[config.mk]
export PLATFORM = sky130hd
export DESIGN_NAME = afx_merge
export DESIGN_NICKNAME = d
export VERILOG_FILES = /design/src/hdl/afx_pkg.sv /design/src/hdl/afx_merge.sv
export SDC_FILE = /design/constraint.sdc
export NUM_CORES = 1
export LEC_CHECK = 0
export ABC_AREA = 0
export CORE_AREA = 3 3 232 234
export CTS_CLUSTER_DIAMETER = 60
export DETAILED_ROUTE_END_ITERATION = 10
export DIE_AREA = 0 0 235 237
export DONT_BUFFER_PORTS = 1
export PLACE_DENSITY = 0.31
export SLEW_MARGIN = 20
export SYNTH_ARGS = -nofsm -noshare
export SYNTH_HDL_FRONTEND = slang
export SYNTH_SLANG_ARGS = --single-unit
[constraint.sdc]
create_clock -name clk -period 2.2 [get_ports clk]
set_input_delay 0.44 -clock clk [delete_from_list [all_inputs] [get_ports clk]]
set_output_delay 0.44 -clock clk [all_outputs]
set_load 0.005 [all_outputs]
[src/hdl/afx_pkg.sv]
package afx_pkg;

  // Coordinate / coefficient width (Q16.16 words by default)
  localparam int CW          = 32;
  localparam int IDX_W       = 5;
  localparam int STORE_DEPTH = 21;
  localparam int NUM_LANES   = 6;
  localparam int PROD_W      = 2 * CW;
  // three full products plus translation and rounding half never exceed this
  localparam int SUM_W       = 2 * CW + 2;

  typedef enum logic [2:0] {
    OP_LOAD   = 3'd0,
    OP_POINT  = 3'd1,
    OP_VECTOR = 3'd2,
    OP_NORMAL = 3'd3,
    OP_RAY    = 3'd4
  } op_t;

  typedef logic signed [CW-1:0]     coord_t;
  typedef logic signed [PROD_W-1:0] prod_t;
  typedef logic signed [SUM_W-1:0]  sum_t;

  typedef struct packed {
    logic s1_ld;   // product stage load enable
    logic s2_ld;   // sum stage load enable
    logic with_t;  // add translation term
  } lane_ctl_t;

endpackage

[src/hdl/afx_merge.sv]
module afx_merge #(
  parameter int FRAC_BITS = 16
) (
  input  logic            clk,
  input  logic            ld,
  input  logic            ray,
  input  afx_pkg::sum_t   sums [afx_pkg::NUM_LANES],
  output afx_pkg::coord_t res  [afx_pkg::NUM_LANES],
  output logic            sat
);
  import afx_pkg::*;

  localparam coord_t MAXV = {1'b0, {(CW-1){1'b1}}};
  localparam coord_t MINV = {1'b1, {(CW-1){1'b0}}};

  coord_t res_nxt [NUM_LANES];
  coord_t res_r   [NUM_LANES];
  logic   sat_nxt, sat_r;

  // shift out fraction, clamp, zero direction lanes unless ray
  always_comb begin
    sum_t sh;
    logic fits;
    logic used;
    sat_nxt = 1'b0;
    for (int i = 0; i < NUM_LANES; i++) begin
      sh   = sums[i] >>> FRAC_BITS;
      fits = (&sh[SUM_W-1:CW-1]) || !(|sh[SUM_W-1:CW-1]);
      used = (i < 3) || ray;
      if (!used) begin
        res_nxt[i] = '0;
      end else if (fits) begin
        res_nxt[i] = sh[CW-1:0];
      end else begin
        res_nxt[i] = sh[SUM_W-1] ? MINV : MAXV;
      end
      sat_nxt = sat_nxt | (used & !fits);
    end
  end

  always_ff @(posedge clk) begin
    if (ld) begin
      res_r <= res_nxt;
      sat_r <= sat_nxt;
    end
  end

  assign res = res_r;
  assign sat = sat_r;

endmodule
Yosys cells after proc, flatten, opt, wreduce, memory -nomap -nowiden
Cells that the tools add are included.
Storage, ports and cells
  output and inout port bits: 193
  register bits: 193
  logic and storage cells: 57
  input bits: 399
Cells by class
  reduce and logical (&&, ||, !) cells: 30
  multiplexer cells: 12
  bitwise operators: 8
Operators by type and width (number)
  $mux W32: 12
  $reduce_and A19 Y1: 6
  $reduce_or A19 Y1: 6
  $logic_not A1 Y1: 12
  $logic_or A1 B1 Y1: 6
  $or A1 B1 Y1: 5
  $and A1 B1 Y1: 3

Logic depth before layout (Yosys ltp)
Gate-level depths: netlist of run 1.
  depth in word-level cells: 9
  gate-level depth with buffers: 7
  depth with buffers taken out: 6

Least setup slack after synthesis of run 1
Ideal clock, no wire load.
  kind: input -> register
  from: input port sums[322] (netlist bit)
  to: register res_r (netlist bit res[129]), data pin
  stages on the path: 6
  buffers on the path: 1
  slack: 0.320 ns
  arrival time: 1.626 ns
  data required time: 1.946 ns
  setup time: 0.254 ns
  cells stage by stage: nor4_1 -> nand4_1 -> o41ai_2 -> nor2_1 -> buf_2 -> a21o_1
RTL lines
  from (decl): RTL line afx_merge.sv:7  | input afx_pkg::sum_t sums [afx_pkg::NUM_LANES],
  to (signal assigned): RTL line afx_merge.sv:43  | res_r <= res_nxt;
  to (decl): RTL line afx_merge.sv:17  | coord_t res_r [NUM_LANES];

Worst setup path after layout of run 1
  from: input port sums[116] (netlist bit)
  to: register res_r (netlist bit res[58]), data pin
On the way
  cells in the longest elaborated chain, start to end: 4
  elaborated cells on any way between the ends: 5
  classes of those cells: mux: 1; reduce/logical: 4
RTL lines
  $reduce_or A19 Y1: RTL line afx_merge.sv:28  | fits = (&sh[SUM_W-1:CW-1]) || !(|sh[SUM_W-1:CW-1]);
  $logic_not A1 Y1: RTL line afx_merge.sv:28
  $logic_or A1 B1 Y1 (*): RTL line afx_merge.sv:28
  $mux W32 (*): RTL line afx_merge.sv:32  | end else if (fits) begin
Mark *: on every way between the ends. The rest lies on a longest branch, timed or not.
A chain may end at the register's enable or synchronous reset.

==> flow_summary.yaml, run 1 <==
outcome:
  status: "finished clean"
layout:
  layout.nets: 1015
  final_common_cell: "edfxtp_1"
  area.growth.synth_to_final_pct: 19.87
  final.fill_count: 5649
  multi_input_area_sq_mm: 0.002397
  layout-drive-gt1-share_pct: 12.14
  final_area_sq_mm: 0.01005
  layout_common_cells: "edfxtp_1, a21o_1, nand2_1, a21boi_0, nand4_1"
  register_area_sq_mm: 0.005796
synth:
  yosys.cell_types.count: 14
  syn_nets: 1004
  synthesis.area_sq_mm: 0.008381
  ys_seq_elements: 193
  ys_top_cells_by_area: "edfxtp_1, a21o_1, a21boi_0, nand2_1, nand4_1"
  yosys_warnings: 0
  ys_seq_area_share_pct: 69.15
  syn_inst: 605
  syn_area_per_cell_sq_um: 13.85
  synth_top_area_cell: "edfxtp_1"
  synth.top_cell.area_share_pct: 69.15
place:
  placed_area_sq_mm: 0.009464
  portBuffers: 0
  post-place-ws_ps: -113.3
  hpwlAfterDp_um: 20990
  gp_congestion: 0.7465
grt:
  grt_pass1_vias: 5844
  grt.met2_usage_pct: 17.74
  grt_most_used_layer: "met2"
  grt_use_total_pct: 10.27
  grt_pass1_wl_um: 40740
  grt_util_met3_pct: 6.511
  grt_overflow: 0
  antenna_found_initial: 3
  grt.met1_usage_pct: 9.724
  grt_max_degree: 194
critical_path:
  required_ps: 2550
  crit_top_cell: "buf_4"
  critPathSlowestCell: "nor4_1"
  critPathMaxFanout: 12
  critPathKind: "in -> reg"
  arrival_ps: 2100
  max_stage_delay_ps: 300
  critical_path.startpoint_type: "input pin"
  end_kind: "register"
  crit_chain: "nor4_1 > nand4_1 > o41ai_4 > buf_4 > buf_12 > nand2_1 > a21boi_0 > buf_4"
power:
  power_density_mw_per_mm2: 792.2
  comb_power_share_pct: 3.3
  netSwitchingPower_uw: 1784
  ir_drop_mv: 0.5643
  clock_power_share_pct: 39.3
  netSwitchingFraction_pct: 22.41
  p_int_uw: 6175
  p_leak_uw: 0.003462
  seqPwrFrac_pct: 57.4
floorplanning:
  dieHeight_um: 237
  std_cell_rows: 84
  ios: 592
  core-area_sq_mm: 0.05224
  fp.dieW_um: 235
  initial_core_util_pct: 16.04
  die-area_sq_mm: 0.05570
timing:
  holdWs_ps: 73.27
  fin_crit_sh_pct: 79.53
  fin_ws_ps: 450.3
  hold_viol_final: 0
  finalSetupTns_ps: 0
  min_period_ps: 1750
  max_freq_ghz: 0.5715
  worst_slew_pin_slew_ps: 627.8
  maxSlewHeadroom_pct: 58.10
  final_max_slew_viol_count: 0
  finalSetupViolations: 0
  rsz0062_at_grt: "no"
routing:
  viasPerCell: 3.993
  drt-total-wl_um: 28960
  drt_iter0_drc: 176
  drt_first_pass_iters: 4
  final_antenna_net_count: 0
  route.detailed.wl_per_inst_um: 22.00
  drc: 0
  vias: 5255
hold_path:
  whs_endpoint: "res[73]"
  hold_class: "in -> reg"
  hold_depth: 0
  hp-start: "ld"
cts:
  cts_made_buffers: 17
  cts_buffer_depth: 2
  cts_root_buf: "clkbuf_16"
  clk_pin_slew_worst_paths_ps: 70
  cts.sinks: 193
  h-tree-depth: 4
  cts_tree: "done"
run:
  drv_cap: 0
==> power by group through the flow <==
stage | combinational (uW) | clock (uW) | sequential, uW
finish | 264 | 3130 | 4570
global route | 296 | 3450 | 4600
CTS | 274 | 3310 | 4580
detailed placement | 272 | 0 | 4660
global placement | 263 | 0 | 4680
floorplan | 194 | 0 | 4560
==> logic make-up after synthesis <==
group	synth area share (%)
compound gates	18.32
buf+inv	2.732
flops	69.15
simple gates	9.794
==> sequential cells by signal, indices dropped and copies added (netlist names) <==
name and cells:
res 192, sat 1
==> routing by layer <==
metal	up-vias	wire, um
li1	2344	-
met1	2526	9784
met2	352	14880
met3	31	3568
met4	2	710
met5	-	13
==> per-stage QoR <==
step	utilization [%]	std cells	power [uW]
2_1_floorplan	-	605	4757
3_3_place_gp	18.12	1282	4942
3_5_place_dp	18.12	1282	4928
4_1_cts	19.22	1314	8167
5_1_grt	19.23	1315	8343
6_report	19.23	1316	7959
==> synthesized netlist by cell type <==
master,n
edfxtp_1,193
a21o_1,94
a21boi_0,93
nand2_1,93
buf_2,36
nand4_1,36
nor4_1,30
clkbuf_1,13
and2_1,3
nor2_1,3
o41ai_2,3
o41ai_4,3
or2_2,3
nand3_1,2
==> worst max-delay path by stage <==
| stage | from | to |
|---|---|---|
| 2_1_floorplan | sums[322] | res[129] |
| 3_3_place_gp | sums[116] | res[54] |
| 3_5_place_dp | sums[116] | res[58] |
| 4_1_cts | sums[116] | res[58] |
| 5_1_grt | sums[116] | res[58] |
| 6_report | sums[116] | res[58] |
==> worst max-delay path, delay by kind of cell <==
family / cells / cell delay, ps
compound gates: 2 / 490
buf+inv: 3 / 600
simple gates: 3 / 550
==> layout make-up <==
| type | instances | share of cell area [%] |
|---|---|---|
| Clock inverter | 10 | 1.133 |
| Clock buffer | 19 | 4.309 |
| Antenna cell | 2 | 0.04982 |
| Multi-Input combinational cell | 363 | 23.86 |
| Sequential cell | 193 | 57.69 |
| Tap cell | 688 | 8.569 |
| Timing Repair Buffer | 41 | 4.384 |
==> repair_timing <==
action,in CTS,in global routing
hold buffers,3,0
gates resized for setup,0,0
endpoints found under the hold margin,3,0
setup buffers,0,0
No activity file was read; power rests on OpenSTA's default activity.
==> run 2: changes to the inputs <==
- clock period: 2.2 -> 1.8 ns (I/O delays scaled with it)
==> run 2 against run 1 <==
  * Non-clock buffer count increased by 47
  * Clock power increased by 24%
  * Global-route usage about the same
  * Die area unchanged
  * Combinational power increased by 66%
  * Via count increased by 4.1%
  * Critical path type unchanged
==> flow_summary.yaml, run 2 (synthesis results as in run 1) <==
grt:
  grt_pass1_wl_um: 41280
  grt_pass1_vias: 5879
  grt_use_total_pct: 10.23
  grt_max_degree: 194
  grt_overflow: 0
  antenna_found_initial: 3
floorplanning:
  die-area_sq_mm: 0.05570
  ios: 592
  core-area_sq_mm: 0.05224
  fp.dieW_um: 235
  initial_core_util_pct: 16.04
  dieHeight_um: 237
  std_cell_rows: 84
power:
  p_int_uw: 7642
  ir_drop_mv: 0.7019
  netSwitchingFraction_pct: 22.99
  p_total_uw: 9923
  netSwitchingPower_uw: 2282
  power_density_mw_per_mm2: 936.0
  clock_power_share_pct: 39.2
  seqPwrFrac_pct: 56.4
  p_leak_uw: 0.003719
  comb_power_share_pct: 4.4
routing:
  vias: 5472
  drt-total-wl_um: 28900
  drc: 0
  final_antenna_net_count: 0
  drt_first_pass_iters: 7
  viasPerCell: 4.009
  drt_iter0_drc: 274
  route.detailed.wl_per_inst_um: 21.17
hold_path:
  hold_class: "in -> reg"
  hp-start: "sums[374]"
  hold_depth: 1
  whs_endpoint: "res[188]"
critical_path:
  setup.worst_path.start: "sums[124]"
  critPathMaxFanout: 20
  critPathKind: "in -> reg"
  critical_path.startpoint_type: "input pin"
  arrival_ps: 1980
  end_kind: "register"
  required_ps: 2080
place:
  gp_congestion: 0.7562
  portBuffers: 0
  hpwlAfterDp_um: 20330
  dp.cells: 1288
layout:
  layout_common_cells: "edfxtp_1, a21o_1, nand2_1, a21boi_0, dlygate4sd3_1"
  layout-drive-gt1-share_pct: 13.31
  final_common_cell: "edfxtp_1"
  final_util_pct: 20.30
  final.fill_count: 5615
  area.growth.synth_to_final_pct: 26.50
  largest_reg_flops: 192
  layout.nets: 1062
  finalNonFillerCells: 1365
outcome:
  status: "finished clean"
timing:
  maxSlewHeadroom_pct: 61.00
  hold_viol_final: 0
  min_period_ps: 1692
  max_freq_ghz: 0.5909
  worst_slew_pin_slew_ps: 585.0
  rsz0062_at_grt: "no"
  finalSetupViolations: 0
  final_max_slew_viol_count: 0
  finalSetupTns_ps: 0
  fin_crit_sh_pct: 94.02
  holdWs_ps: 66.86
cts:
  cts_root_buf: "clkbuf_16"
  cts_made_buffers: 17
  cts_buffer_depth: 2
  h-tree-depth: 4
  cts_tree: "done"
  clk_pin_slew_worst_paths_ps: 70
  cts.sinks: 193
run:
  drv_cap: 0
run 2: cell types whose count changed in the layout (fill, tap and decap cells not counted), moves of 2 or more:
cell | before | now
buf_4 | 28 | 31
nor4_2 | 0 | 2
clkinv_1 | 1 | 3
nor4_1 | 30 | 27
buf_12 | 10 | 14
dlygate4sd3_1 | 3 | 42
clkinv_4 | 0 | 4
clkinvlp_4 | 3 | 0
run 2: area by class of cell:
class	instances	area [sq um]	area share (%)
Tap cell	688	860.8	8.120
Multi-Input combinational cell	363	2430	22.92
Clock inverter	14	138.9	1.310
Clock buffer	18	429.2	4.048
Antenna cell	1	2.502	0.02360
Timing Repair Buffer	88	944.7	8.911
Sequential cell	193	5796	54.67
run 2: worst max path at each step:
stage,slack (ps),endpoint
2_1_floorplan,0.2,res[161]
3_3_place_gp,-850,sat
3_5_place_dp,-850,sat
4_1_cts,30,res[38]
5_1_grt,10,res[50]
6_report,110,res[50]
run 2: layer usage:
metal	vias to the layer above	share of wire (%)	global-route usage, %
li1	2448	-	-
met1	2662	37	10.61
met2	319	49	16.85
met3	41	11	5.497
met4	2	3.0	5.157
met5	-	0.028	0
run 2: critical path, stage by stage:
cell and delay, ps:
nor4_1 260, buf_4 170, nand4_1 140, o41ai_4 280
buf_6 240, buf_12 190, nand2_1 60, a21boi_0 260
run 2: power groups by stage:
| stage | combinational [uW] | sequential (uW) | clock, uW |
|---|---|---|---|
| 2_1_floorplan | 237 | 5580 | 0 |
| 3_3_place_gp | 320 | 5730 | 0 |
| 3_5_place_dp | 330 | 5710 | 0 |
| 4_1_cts | 406 | 5620 | 4150 |
| 5_1_grt | 487 | 5630 | 4320 |
| 6_report | 438 | 5600 | 3890 |
run 2: stage by stage:
stage,area (sq um),setup slack (ps)
global placement,9534,-848.3
floorplan,8392,0.2047
detailed placement,9534,-852.8
CTS,10520,26.83
global route,10600,14.53
finish,10600,107.6
run 2: timing repair:
action	4_1_cts	5_1_grt
buffers inserted	0	0
hold buffers	40	4
resized for setup	3	4
pin swaps	1	1
endpoints found under the setup margin	32	5
endpoints found under the hold margin	118	30
